==> config.mk <==
export PLATFORM = sky130hd
export DESIGN_NAME = tile_map_cull_and_source_top
export DESIGN_NICKNAME = d
export VERILOG_FILES = /design/src/hdl/tmcs_pkg.sv /design/src/hdl/tmcs_div.sv /design/src/hdl/tmcs_dp.sv /design/src/hdl/tmcs_ctrl.sv /design/src/hdl/tile_map_cull_and_source_top.sv
export SDC_FILE = /design/constraint.sdc
export NUM_CORES = 2
export LEC_CHECK = 0
export ABC_AREA = 0
export BUFFER_PORTS_ARGS = -buffer_cell sky130_fd_sc_hd__buf_2
export CAP_MARGIN = 20
export CELL_PAD_IN_SITES_DETAIL_PLACEMENT = 1
export CELL_PAD_IN_SITES_GLOBAL_PLACEMENT = 1
export CORE_UTILIZATION = 30
export DETAILED_ROUTE_END_ITERATION = 8
export PLACE_DENSITY_LB_ADDON = 0.15
export SYNTH_ARGS = -nofsm -noshare
export SYNTH_HDL_FRONTEND = slang
export SYNTH_HIERARCHICAL = 1
export SYNTH_SLANG_ARGS = --single-unit
==> constraint.sdc <==
create_clock -name clk -period 16.1 [get_ports clk]
set_input_delay 2.415 -clock clk [delete_from_list [all_inputs] [get_ports clk]]
set_output_delay 2.415 -clock clk [all_outputs]
set_load 0.005 [all_outputs]
==> src/hdl/tmcs_pkg.sv <==
// Shared types, widths and register codes for the tile map cull and source block.
package tmcs_pkg;

    // Field widths
    localparam int TILE_W     = 16;
    localparam int FLAG_W     = 8;
    localparam int BASE_W     = 32;
    localparam int POS_W      = 17;
    localparam int SRC_W      = 32;
    localparam int SCR_W      = 12;
    localparam int WIDE_W     = 34;
    localparam int DIV_CNT_W  = 4;

    // Stream payload widths
    localparam int S_TDATA_W  = 120;
    localparam int M_TDATA_W  = 160;

    // Configuration port
    localparam int CFG_IDX_W  = 3;
    localparam int CFG_DATA_W = 16;

    // Register indexes
    localparam logic [CFG_IDX_W-1:0] CFG_CAMERA_X        = 3'd0;
    localparam logic [CFG_IDX_W-1:0] CFG_CAMERA_Y        = 3'd1;
    localparam logic [CFG_IDX_W-1:0] CFG_MAP_TILE_WIDTH  = 3'd2;
    localparam logic [CFG_IDX_W-1:0] CFG_MAP_TILE_HEIGHT = 3'd3;
    localparam logic [CFG_IDX_W-1:0] CFG_MAP_WIDTH_TILES = 3'd4;
    localparam logic [CFG_IDX_W-1:0] CFG_SCREEN_WIDTH    = 3'd5;
    localparam logic [CFG_IDX_W-1:0] CFG_SCREEN_HEIGHT   = 3'd6;

    // Register reset values
    localparam logic [TILE_W-1:0] MAP_TILE_WIDTH_RST  = 16'd16;
    localparam logic [TILE_W-1:0] MAP_TILE_HEIGHT_RST = 16'd16;
    localparam logic [TILE_W-1:0] MAP_WIDTH_TILES_RST = 16'd1;
    localparam logic [SCR_W-1:0]  SCREEN_WIDTH_RST    = 12'd320;
    localparam logic [SCR_W-1:0]  SCREEN_HEIGHT_RST   = 12'd240;

    // Operand select of the shared multiplier
    typedef enum logic [1:0] {
        MUL_X,
        MUL_Y,
        MUL_SX,
        MUL_SY
    } tmcs_mul_sel_t;

    // Controller to datapath
    typedef struct packed {
        logic          div_start;
        logic          mul_en;
        tmcs_mul_sel_t mul_sel;
        logic          chk_x;
        logic          chk_y;
        logic          ld_sx;
        logic          out_load;
    } tmcs_cmd_t;

    // Datapath to controller
    typedef struct packed {
        logic div_done;
        logic visible;
        logic out_busy;
    } tmcs_sts_t;

endpackage

==> src/hdl/tmcs_div.sv <==
// Iterative restoring divider, one quotient bit per cycle.
module tmcs_div
    import tmcs_pkg::*;
(
    input  logic              clk,
    input  logic              rst_n,
    input  logic              start,
    input  logic [TILE_W-1:0] dividend,
    input  logic [TILE_W-1:0] divisor,
    output logic              done,
    output logic [TILE_W-1:0] quotient,
    output logic [TILE_W-1:0] remainder
);

    logic                 busy_reg;
    logic                 done_reg;
    logic [DIV_CNT_W-1:0] cnt_reg;
    logic [TILE_W-1:0]    rem_reg;
    logic [TILE_W-1:0]    quo_reg;

    logic [TILE_W:0]      shifted;
    logic [TILE_W:0]      trial;
    logic                 fits;

    // One trial subtraction per cycle
    assign shifted = {rem_reg, quo_reg[TILE_W-1]};
    assign trial   = shifted - {1'b0, divisor};
    assign fits    = (shifted >= {1'b0, divisor});

    // Control
    always_ff @(posedge clk or negedge rst_n)
    begin
        if (!rst_n)
        begin
            busy_reg <= 1'b0;
            done_reg <= 1'b0;
            cnt_reg  <= '0;
        end
        else if (start)
        begin
            busy_reg <= 1'b1;
            done_reg <= 1'b0;
            cnt_reg  <= '1;
        end
        else if (busy_reg)
        begin
            cnt_reg <= cnt_reg - 1'b1;
            if (cnt_reg == '0)
            begin
                busy_reg <= 1'b0;
                done_reg <= 1'b1;
            end
        end
    end

    // Partial remainder and quotient
    always_ff @(posedge clk)
    begin
        if (start)
        begin
            rem_reg <= '0;
            quo_reg <= dividend;
        end
        else if (busy_reg)
        begin
            rem_reg <= fits ? trial[TILE_W-1:0] : shifted[TILE_W-1:0];
            quo_reg <= {quo_reg[TILE_W-2:0], fits};
        end
    end

    assign done      = done_reg;
    assign quotient  = quo_reg;
    assign remainder = rem_reg;

endmodule

==> src/hdl/tmcs_dp.sv <==
// Datapath: registers, map counters, shared multiplier, cull compare, divider, output stage.
module tmcs_dp
    import tmcs_pkg::*;
(
    input  logic                  clk,
    input  logic                  rst_n,
    input  logic                  cfg_valid,
    input  logic [CFG_IDX_W-1:0]  cfg_index,
    input  logic [CFG_DATA_W-1:0] cfg_data,
    input  logic                  capture,
    input  logic                  first_of_layer,
    input  logic [S_TDATA_W-1:0]  in_data,
    input  tmcs_cmd_t             cmd,
    output tmcs_sts_t             sts,
    output logic                  out_valid,
    input  logic                  out_ready,
    output logic [M_TDATA_W-1:0]  out_data
);

    // Configuration registers
    logic signed [TILE_W-1:0] camera_x_reg;
    logic signed [TILE_W-1:0] camera_y_reg;
    logic [TILE_W-1:0]        map_tile_width_reg;
    logic [TILE_W-1:0]        map_tile_height_reg;
    logic [TILE_W-1:0]        map_width_tiles_reg;
    logic [SCR_W-1:0]         screen_width_reg;
    logic [SCR_W-1:0]         screen_height_reg;

    // Map position
    logic [TILE_W-1:0] column_reg;
    logic [TILE_W-1:0] row_reg;
    logic [TILE_W-1:0] col_cur_reg;
    logic [TILE_W-1:0] row_cur_reg;
    logic [TILE_W-1:0] col_use;
    logic [TILE_W-1:0] row_use;
    logic [TILE_W:0]   col_next;

    // Captured item
    logic [TILE_W-1:0] tile_reg;
    logic [FLAG_W-1:0] flags_reg;
    logic [TILE_W-1:0] cols_reg;
    logic [TILE_W-1:0] stw_reg;
    logic [TILE_W-1:0] sth_reg;
    logic [TILE_W-1:0] simw_reg;
    logic [BASE_W-1:0] base_reg;

    // Working registers
    logic [SRC_W-1:0]  prod_reg;
    logic [POS_W-1:0]  x_reg;
    logic [POS_W-1:0]  y_reg;
    logic              visx_reg;
    logic [SRC_W-1:0]  sx_reg;

    // Output stage
    logic                 m_valid_reg;
    logic [M_TDATA_W-1:0] m_data_reg;

    // Multiplier and compare
    logic [TILE_W-1:0]        mul_a;
    logic [TILE_W-1:0]        mul_b;
    logic [SRC_W-1:0]         mul_out;
    logic signed [WIDE_W-1:0] p_wide;
    logic signed [WIDE_W-1:0] cx_wide;
    logic signed [WIDE_W-1:0] cy_wide;
    logic signed [WIDE_W-1:0] x_diff;
    logic signed [WIDE_W-1:0] y_diff;
    logic signed [WIDE_W-1:0] x_lo;
    logic signed [WIDE_W-1:0] x_hi;
    logic signed [WIDE_W-1:0] y_lo;
    logic signed [WIDE_W-1:0] y_hi;
    logic                     vis_y;
    logic                     cols_zero;

    // Divider
    logic [TILE_W-1:0] div_quo;
    logic [TILE_W-1:0] div_rem;
    logic              div_done;
    logic [TILE_W-1:0] tile_index;

    // Configuration writes
    always_ff @(posedge clk or negedge rst_n)
    begin
        if (!rst_n)
        begin
            camera_x_reg        <= '0;
            camera_y_reg        <= '0;
            map_tile_width_reg  <= MAP_TILE_WIDTH_RST;
            map_tile_height_reg <= MAP_TILE_HEIGHT_RST;
            map_width_tiles_reg <= MAP_WIDTH_TILES_RST;
            screen_width_reg    <= SCREEN_WIDTH_RST;
            screen_height_reg   <= SCREEN_HEIGHT_RST;
        end
        else if (cfg_valid)
        begin
            case (cfg_index)
                CFG_CAMERA_X:        camera_x_reg        <= cfg_data;
                CFG_CAMERA_Y:        camera_y_reg        <= cfg_data;
                CFG_MAP_TILE_WIDTH:  map_tile_width_reg  <= cfg_data;
                CFG_MAP_TILE_HEIGHT: map_tile_height_reg <= cfg_data;
                CFG_MAP_WIDTH_TILES: map_width_tiles_reg <= cfg_data;
                CFG_SCREEN_WIDTH:    screen_width_reg    <= cfg_data[SCR_W-1:0];
                CFG_SCREEN_HEIGHT:   screen_height_reg   <= cfg_data[SCR_W-1:0];
                default:             ;
            endcase
        end
    end

    // Column and row counters; a first-of-layer entry starts from the origin
    assign col_use  = first_of_layer ? '0 : column_reg;
    assign row_use  = first_of_layer ? '0 : row_reg;
    assign col_next = {1'b0, col_use} + 1'b1;

    always_ff @(posedge clk or negedge rst_n)
    begin
        if (!rst_n)
        begin
            column_reg <= '0;
            row_reg    <= '0;
        end
        else if (capture)
        begin
            if (col_next >= {1'b0, map_width_tiles_reg})
            begin
                column_reg <= '0;
                row_reg    <= row_use + 1'b1;
            end
            else
            begin
                column_reg <= col_next[TILE_W-1:0];
                row_reg    <= row_use;
            end
        end
    end

    // Item capture
    always_ff @(posedge clk)
    begin
        if (capture)
        begin
            col_cur_reg <= col_use;
            row_cur_reg <= row_use;
            tile_reg    <= in_data[15:0];
            flags_reg   <= in_data[23:16];
            cols_reg    <= in_data[39:24];
            stw_reg     <= in_data[55:40];
            sth_reg     <= in_data[71:56];
            simw_reg    <= in_data[87:72];
            base_reg    <= in_data[119:88];
        end
    end

    // Shared 16x16 multiplier
    always_comb
    begin
        case (cmd.mul_sel)
            MUL_X:
            begin
                mul_a = map_tile_width_reg;
                mul_b = col_cur_reg;
            end
            MUL_Y:
            begin
                mul_a = map_tile_height_reg;
                mul_b = row_cur_reg;
            end
            MUL_SX:
            begin
                mul_a = div_rem;
                mul_b = stw_reg;
            end
            MUL_SY:
            begin
                mul_a = div_quo;
                mul_b = sth_reg;
            end
            default:
            begin
                mul_a = '0;
                mul_b = '0;
            end
        endcase
    end

    assign mul_out = {{(SRC_W-TILE_W){1'b0}}, mul_a} * {{(SRC_W-TILE_W){1'b0}}, mul_b};

    // Screen position and visibility: lo < product < hi with camera folded into bounds
    assign p_wide  = {{(WIDE_W-SRC_W){1'b0}}, prod_reg};
    assign cx_wide = {{(WIDE_W-TILE_W){camera_x_reg[TILE_W-1]}}, camera_x_reg};
    assign cy_wide = {{(WIDE_W-TILE_W){camera_y_reg[TILE_W-1]}}, camera_y_reg};
    assign x_diff  = p_wide - cx_wide;
    assign y_diff  = p_wide - cy_wide;
    assign x_lo    = cx_wide - {{(WIDE_W-TILE_W){1'b0}}, map_tile_width_reg};
    assign x_hi    = cx_wide + {{(WIDE_W-SCR_W){1'b0}}, screen_width_reg};
    assign y_lo    = cy_wide - {{(WIDE_W-TILE_W){1'b0}}, map_tile_height_reg};
    assign y_hi    = cy_wide + {{(WIDE_W-SCR_W){1'b0}}, screen_height_reg};
    assign vis_y   = (p_wide > y_lo) && (p_wide < y_hi);

    always_ff @(posedge clk)
    begin
        if (cmd.mul_en)
        begin
            prod_reg <= mul_out;
        end
        if (cmd.chk_x)
        begin
            x_reg    <= x_diff[POS_W-1:0];
            visx_reg <= (p_wide > x_lo) && (p_wide < x_hi);
        end
        if (cmd.chk_y)
        begin
            y_reg <= y_diff[POS_W-1:0];
        end
        if (cmd.ld_sx)
        begin
            sx_reg <= cols_zero ? '0 : prod_reg;
        end
    end

    assign cols_zero = (cols_reg == '0);

    // Tile index split into column and row of the tileset
    assign tile_index = tile_reg - 1'b1;

    tmcs_div u_div (
        .clk       (clk),
        .rst_n     (rst_n),
        .start     (cmd.div_start),
        .dividend  (tile_index),
        .divisor   (cols_reg),
        .done      (div_done),
        .quotient  (div_quo),
        .remainder (div_rem)
    );

    // Output register; a held result is replaced only once taken
    always_ff @(posedge clk or negedge rst_n)
    begin
        if (!rst_n)
        begin
            m_valid_reg <= 1'b0;
        end
        else if (cmd.out_load)
        begin
            m_valid_reg <= 1'b1;
        end
        else if (out_ready)
        begin
            m_valid_reg <= 1'b0;
        end
    end

    always_ff @(posedge clk)
    begin
        if (cmd.out_load)
        begin
            m_data_reg <= {6'b0, flags_reg, base_reg, simw_reg,
                           (cols_zero ? {SRC_W{1'b0}} : prod_reg),
                           sx_reg, y_reg, x_reg};
        end
    end

    assign sts.div_done = div_done;
    assign sts.visible  = visx_reg && vis_y && (tile_reg != '0);
    assign sts.out_busy = m_valid_reg && !out_ready;

    assign out_valid = m_valid_reg;
    assign out_data  = m_data_reg;

endmodule

==> src/hdl/tmcs_ctrl.sv <==
// Controller: sequences capture, position multiply, cull, divide and source multiply.
module tmcs_ctrl
    import tmcs_pkg::*;
(
    input  logic      clk,
    input  logic      rst_n,
    input  logic      in_valid,
    output logic      in_ready,
    output logic      capture,
    output tmcs_cmd_t cmd,
    input  tmcs_sts_t sts
);

    typedef enum logic [2:0] {
        S_IDLE,
        S_MUL_X,
        S_MUL_Y,
        S_CHECK,
        S_WAIT_DIV,
        S_MUL_SX,
        S_MUL_SY,
        S_OUT
    } state_t;

    state_t state_reg;
    state_t state_next;

    // Next state
    always_comb
    begin
        state_next = state_reg;
        case (state_reg)
            S_IDLE:     if (in_valid) state_next = S_MUL_X;
            S_MUL_X:    state_next = S_MUL_Y;
            S_MUL_Y:    state_next = S_CHECK;
            S_CHECK:    state_next = sts.visible ? S_WAIT_DIV : S_IDLE;
            S_WAIT_DIV: if (sts.div_done) state_next = S_MUL_SX;
            S_MUL_SX:   state_next = S_MUL_SY;
            S_MUL_SY:   state_next = S_OUT;
            S_OUT:      if (!sts.out_busy) state_next = S_IDLE;
            default:    state_next = S_IDLE;
        endcase
    end

    // State register
    always_ff @(posedge clk or negedge rst_n)
    begin
        if (!rst_n)
        begin
            state_reg <= S_IDLE;
        end
        else
        begin
            state_reg <= state_next;
        end
    end

    // Command decode
    always_comb
    begin
        cmd = '{div_start: 1'b0, mul_en: 1'b0, mul_sel: MUL_X, chk_x: 1'b0,
                chk_y: 1'b0, ld_sx: 1'b0, out_load: 1'b0};
        case (state_reg)
            S_MUL_X:
            begin
                cmd.mul_en    = 1'b1;
                cmd.mul_sel   = MUL_X;
                cmd.div_start = 1'b1;
            end
            S_MUL_Y:
            begin
                cmd.mul_en  = 1'b1;
                cmd.mul_sel = MUL_Y;
                cmd.chk_x   = 1'b1;
            end
            S_CHECK:
            begin
                cmd.chk_y = 1'b1;
            end
            S_MUL_SX:
            begin
                cmd.mul_en  = 1'b1;
                cmd.mul_sel = MUL_SX;
            end
            S_MUL_SY:
            begin
                cmd.mul_en  = 1'b1;
                cmd.mul_sel = MUL_SY;
                cmd.ld_sx   = 1'b1;
            end
            S_OUT:
            begin
                cmd.out_load = !sts.out_busy;
            end
            default:
            begin
            end
        endcase
    end

    assign in_ready = (state_reg == S_IDLE);
    assign capture  = in_ready && in_valid;

endmodule

==> src/hdl/tile_map_cull_and_source_top.sv <==
// Top level of the tile map cull and source block.
//
// Usage: the s_axis channel takes one map tile entry per transaction in
// row-major order; s_axis_tuser marks the first entry of a layer, which
// restarts the column and row counters at the origin. Entries that lie off
// screen or carry tile number zero are dropped; every other entry gives one
// draw command transaction on m_axis.
// The cfg channel writes camera, map tile size, map width and screen size;
// cfg_ready is always high. Write it only while no entry is in flight.
// Sequence: a dropped entry returns the block to idle after the cull check.
// A drawn entry then waits for the bit-serial divide of the tile index by
// the tileset column count, and the draw command is loaded after the divide
// and the source multiplies. One shared 16x16 multiplier forms both the
// screen position and the source offsets.
// A finished command waits in the output register while the next entry is
// taken in; if m_axis stays stalled, the following command holds the block
// before its output load and s_axis_tready stays low.
// Reset clears the counters, sets the cfg registers to their defaults and clears the output valid.
module tile_map_cull_and_source_top
    import tmcs_pkg::*;
(
    input  logic                  clk,
    input  logic                  rst_n,
    // cfg write channel
    input  logic                  cfg_valid,
    output logic                  cfg_ready,
    input  logic [CFG_IDX_W-1:0]  cfg_index,
    input  logic [CFG_DATA_W-1:0] cfg_data,
    // tile entries
    input  logic                  s_axis_tvalid,
    output logic                  s_axis_tready,
    // tile_number, tile_flags, set_columns, set_tile_width,
    // set_tile_height, set_image_width, image_base
    input  logic [S_TDATA_W-1:0]  s_axis_tdata,
    // first_of_layer
    input  logic                  s_axis_tuser,
    // draw commands
    output logic                  m_axis_tvalid,
    input  logic                  m_axis_tready,
    // screen_x, screen_y, source_x, source_y, source_stride,
    // source_base, draw_flags, zero pad
    output logic [M_TDATA_W-1:0]  m_axis_tdata
);

    tmcs_cmd_t cmd;
    tmcs_sts_t sts;
    logic      capture;

    assign cfg_ready = 1'b1;

    tmcs_ctrl u_ctrl (
        .clk      (clk),
        .rst_n    (rst_n),
        .in_valid (s_axis_tvalid),
        .in_ready (s_axis_tready),
        .capture  (capture),
        .cmd      (cmd),
        .sts      (sts)
    );

    tmcs_dp u_dp (
        .clk            (clk),
        .rst_n          (rst_n),
        .cfg_valid      (cfg_valid),
        .cfg_index      (cfg_index),
        .cfg_data       (cfg_data),
        .capture        (capture),
        .first_of_layer (s_axis_tuser),
        .in_data        (s_axis_tdata),
        .cmd            (cmd),
        .sts            (sts),
        .out_valid      (m_axis_tvalid),
        .out_ready      (m_axis_tready),
        .out_data       (m_axis_tdata)
    );

    // The block is busy in the cycle after an accepted transaction
    assert property (@(posedge clk) disable iff (!rst_n)
        (s_axis_tvalid && s_axis_tready) |=> !s_axis_tready)
        else $error("entry accepted while previous entry still in work");

    // A command never overwrites a result that has not been taken
    assert property (@(posedge clk) disable iff (!rst_n)
        cmd.out_load |-> !(m_axis_tvalid && !m_axis_tready))
        else $error("output register overwritten while stalled");

    // Source offsets are loaded only from a finished divide
    assert property (@(posedge clk) disable iff (!rst_n)
        (cmd.ld_sx || cmd.out_load) |-> sts.div_done)
        else $error("source offset formed before divide finished");

    // Divider start, multiplier enable and output load never coincide with a capture
    assert property (@(posedge clk) disable iff (!rst_n)
        capture |-> !(cmd.div_start || cmd.out_load || cmd.mul_en))
        else $error("capture during item work");

endmodule
---- After elaboration in Yosys (flattened, before gate mapping) ----
Index checks and enable logic that the tools add are counted.
W data, S select, Z words.
operators by class
  $add $sub $neg .......................... 11
  multipliers ............................. 1
  divide/modulo/power cells ............... 0
  $lt $le $gt $ge ......................... 6
  equal/unequal tests ..................... 19
  shift-type cells ........................ 0
  multiplexer cells ....................... 31
  bitwise gates (word level) .............. 0
  reduce and logical (&&, ||, !) cells .... 26
operators with widths
  operator                 number
  $pmux W16 S4             2
  $mux W16                 7
  $gt A33 B18 Y1           2
  $lt A33 B17 Y1           2
  $sub A16 B17 Y18         2
  $add A16 B13 Y17         2
  $ge A17 B16 Y1           2
  $sub A17 B16 Y17         2
  $mul A16 B16 Y32         1
  $mux W32                 1
  $pmux W3 S8              1
  $eq A3 B3 Y1 const B     7
  $add A16 B1 Y17 const B  1
  $add A16 B1 Y16 const B  1
  $logic_not A16 Y1        1
  $reduce_and A2 Y1        8
  $reduce_bool A16 Y1      1
  $sub A16 B1 Y16 const B  1
  $sub A16 B16 Y16         1
  $mux W1                  13
  $eq A3 B2 Y1 const B     4
  $mux W3                  4
  $pmux W3 S4              1
  $mux W4                  2
  13 further kinds         25
word-level totals
  flip-flop bits (word level) ............. 583
  bits in latches ......................... 0
  bits in writable memories ............... 0
  ROM bits ................................ 0
  input bits .............................. 145
  output and inout bits ................... 163
  logic and storage cells ................. 125
  memories kept ........................... 0

---- Logic depth before layout (Yosys ltp) ----
  word-level depth ........................ 7
  gate-level depth with buffers ........... 32
  gate-level depth less buffers ........... 28

---- Hierarchy ----
Netlist, hierarchy kept.
modules (own cells, without submodules)
  module                        instances  cells each  area an instance (um2)  seq. area each (um2)
  tmcs_dp                       1          3029        34760.8                 15601.2
  tmcs_div                      1          290         2653.8                  950.9
  tmcs_ctrl                     1          26          227.7                   75.1
  tile_map_cull_and_source_top  1          2           11.3                    0.0

---- Worst setup path after synthesis ----
No wires, ideal clock.
  path kind ............................... register to register
  from .................................... register u_ctrl.state_reg[1]
  to ...................................... register u_dp.prod_reg[31], data pin
  setup time .............................. 0.260 ns
  arrival ................................. 8.630 ns
  data required time ...................... 15.840 ns
  slack ................................... 7.210 ns
  cell stages (with the launch flop) ...... 32
  path buffers ............................ 5
  clock period less this slack ............ 8.890 ns
  cells stage by stage .................... dfrtp_1 > buf_4 > xor2_2 > and2_1 > clkbuf_1 > buf_2 > buf_1 > mux2i_1 > nand2_1 > o21ai_0 > clkbuf_1 > nor2_1 > fa_1 > inv_1 > fa_1 > inv_1 > fa_1 > fa_1 > fa_1 > inv_1 > fa_1 > inv_1 > ha_1 > a21o_1 > a21o_1 > a21oi_1 > o211ai_1 > o31ai_2 > o21ai_1 > a211o_1 > a21oi_1 > xnor2_1
RTL lines
  item                    RTL line         text
  from (decl)             tmcs_ctrl.sv:25  state_t state_reg;
  from (signal assigned)  tmcs_ctrl.sv:54  state_reg <= state_next;
  to (signal assigned)    tmcs_dp.sv:202   prod_reg <= mul_out;
  to (decl)               tmcs_dp.sv:48    logic [SRC_W-1:0] prod_reg;

==> summary.txt <==
Yosys
  • Mapped Cells: approximately 3,300
  • Post-synth cell types: 86
  • Async SR Flop Fraction: around a quarter
  • Yosys reg bits: 583
  • Seq/Total Area, Yosys: between 40% and 50%
  • Top FF cell, synth: edfxtp_1
  • EDFF count, synth: 421
  • Syn avg cell area: around 11 um2
  • Syn. warnings: 6
  • Synthesized area: ~0.038 mm2

Outcome
  • Failing checks: design-rule violations
  • Status: complete, but fails checks

Cells and area
  • Number of flip-flops under the largest register name: ~150
  • # fillers: ~14,000
  • Share of layout cells above drive strength 1: between 10% and 20%
  • Final Cell Area: around 0.044 mm2
  • Commonest cells after routing, fill and taps aside: 421 x edfxtp_1, 416 x inv_1, 356 x ha_1, 331 x nand2_1, 299 x buf_2
  • Syn-to-layout area delta: 15.6%
  • # nets final: between 4,000 and 5,000
  • Commonest non-fill, non-tap cell in the layout: edfxtp_1

Floorplan
  • Initial Utilization: 30.3%
  • Die Ht: roughly 360 um
  • # rows: approximately 130
  • DIE AREA: between 0.1 and 0.15 mm2
  • Die width: between 300 and 400 um
  • IO Count: slightly above 300
  • Core area: 0.124 mm2

Routing
  • Highest routed metal layer: met5
  • DR pass1 iterations: 8
  • Met3 WL: about 4200 um
  • Metal2 WL: 52,900 um
  • DRC: between 60 and 70
  • Post-DRT Antenna Nets: 0
  • Vias per cell: between 4 and 5
  • Total number of vias: ~26,000
  • Routed Wire Length: about 110,000 um
  • Metal-1 WL: 54,600 um
  • DR WL/cell: around 21 um
  • Iter 0 DRT Violations: 1,471

Clocking
  • Clock transition at path regs: 60 ps
  • Cts repair resizes: 0
  • H-tree depth: 3
  • CTS Hold Bufs: 0
  • Clock Latency Late Sink: approximately 700 ps
  • CTS tree: yes
  • Post-CTS Setup Bufs: 0
  • Root Buffer: clkbuf_16
  • Cts bufs inserted: between 70 and 80
  • # clock sinks: ~580
  • CTS Buffer Depth: 3

GRT
  • First-pass GRT wire length: ~170,000 um
  • Largest net degree at the start of global routing: 83
  • Initial antenna violation count: 6
  • Grt ovf: 0
  • Vias in the first global route: between 20,000 and 30,000
  • GR Util All Layers: a little under a fifth

STA
  • Worst-margin pin slew: between 1000 and 1500 ps
  • Hold_ws: between 400 and 500 ps
  • Clock skew: ~49 ps
  • RSZ-0062 raised after global routing: no
  • Final Cycle Share: between 50% and 60%
  • Min cycle time layout: around 8600 ps
  • Final Hold Viols: 0
  • Max Fclk: ~120 MHz
  • Max-slew headroom: around 33%
  • Final setup fails: 0
  • Worst Slack Setup Final: approximately 7500 ps
  • Final TNS setup: 0 ps
  • Final Max Tran Viols: 0

Placed design
  • DP HPWL: approximately 89,000 um
  • Dpl cell area: around 0.041 mm2
  • Final GP Congestion: between 0.8 and 0.9
  • Place WS: around 6700 ps
  • I/O Buffers: 300

Critical path
  • Crit path capture type: flop
  • Worst Setup Start Kind: flop
  • Setup CP Type: reg -> reg
  • CP required: 16,520 ps
  • Worst Path Arrival: between 9000 and 10,000 ps
  • Crit-path max FO: 40

Hold path
  • Worst hold path class: reg -> reg

Run
  • Max-Cap Viols: 0
-- cells by family (layout without fill, tap and decap cells) --
group / after synthesis / in the layout / synth area share, %
other cells: 2 / 10 / 0.0199
mux: 106 / 106 / 3.91
simple gates: 892 / 892 / 11.4
xor+xnor: 166 / 166 / 3.88
buf+inv: 518 / 890 / 5.34
compound gates: 523 / 523 / 8.81
fa+ha+maj: 557 / 557 / 22.5
flops: 583 / 583 / 44.2
-- area by class of cell --
class,instances,area (um2),share of cell area (%)
well taps,1637,2050,4.71
clock inverters,45,462,1.06
diodes,3,7.51,0.0172
inverters,420,1580,3.62
multi-input cells,2251,19100,43.8
flip-flops and latches,583,16600,38.2
clock buffers,90,1920,4.42
repair buffers,335,1800,4.13
-- routing by layer --
metal  GRT usage (%)  up-vias
met5               0        -
met1            25.0    12900
met2            30.1      457
met4            4.18        2
li1                -    12200
met3            2.89      125
-- critical path: stages (launching register included) --
cell and delay (ps):
dfrtp_1 630, xor2_4 300, and2_2 200, buf_4 550
mux4_2 800, inv_1 240, nor2_1 100, fa_1 540
inv_1 50, fa_1 520, inv_1 50, fa_1 520
fa_1 440, fa_1 550, inv_1 50, fa_1 520
inv_1 40, ha_1 350, a21o_1 200, a21o_1 170
a21oi_1 190, o211ai_1 170, o31ai_2 370, o21ai_1 210
a211o_1 290, a21oi_1 170, xnor2_1 80
-- stage by stage --
step	utilization (%)	instances
final	35.1	5364
after global routing	35.1	5362
after CTS	35.0	5358
after detailed placement	33.1	5223
after global placement	33.1	5223
after floorplan	-	3352
-- synthesized netlist by cell type (7+ instances only) --
master       n  share of area, %
nand2b_1    26              0.43
nand3_1     56              0.74
mux2_2      66               2.0
nor3_1      48              0.64
or2_2        9              0.15
and2_1      92               1.5
ha_1       356                12
and3_1      18              0.30
or3_1       15              0.25
o2111ai_1    8              0.19
o21ai_0    155               2.1
o22ai_1      7              0.12
buf_4       10              0.20
buf_2       11              0.15
mux2i_1     13              0.35
xor2_1      60               1.4
nand2_1    331               3.3
buf_1       11              0.11
o21a_1      17              0.34
dfrtp_1    137               9.1
o21bai_1    13              0.26
clkbuf_1    64              0.64
a211oi_1    23              0.46
dfxtp_1     16              0.85
nand4_1     32              0.53
a31oi_1     13              0.22
inv_1      416               4.1
o31ai_1     12              0.24
mux4_2      26               1.6
o211ai_1    16              0.32
a21o_1      62               1.2
nor4_1      14              0.23
fa_1       201                11
nor2_1     170               1.7
edfxtp_1   421                34
a21oi_1    125               1.7
xnor2_1    105               2.4
nor2b_1     53              0.88
dfstp_2      9              0.63
-- final timing paths --
| kind | slack [ps] | endpoint | cells past startpoint | startpoint |
|---|---|---|---|---|
| hold / removal | 410 | u_dp/out_data[55] | 0 | u_dp/sx_reg[21] |
| setup / recovery | 7490 | u_dp/prod_reg[31] | 26 | u_ctrl/state_reg[0] |
| min in group asynchronous | 1700 | u_dp/column_reg[1] | 1 | rst_n |
| setup reg to reg | 7490 | u_dp/prod_reg[31] | 26 | u_ctrl/state_reg[0] |
| max in group asynchronous | 12520 | u_dp/camera_y_reg[15] | 3 | rst_n |
| hold reg to reg | 410 | u_dp/out_data[55] | 0 | u_dp/sx_reg[21] |
Power is left out: the tool's default activity adds up to more than one toggle a clock period on the data nets, which glitch-free logic cannot reach.
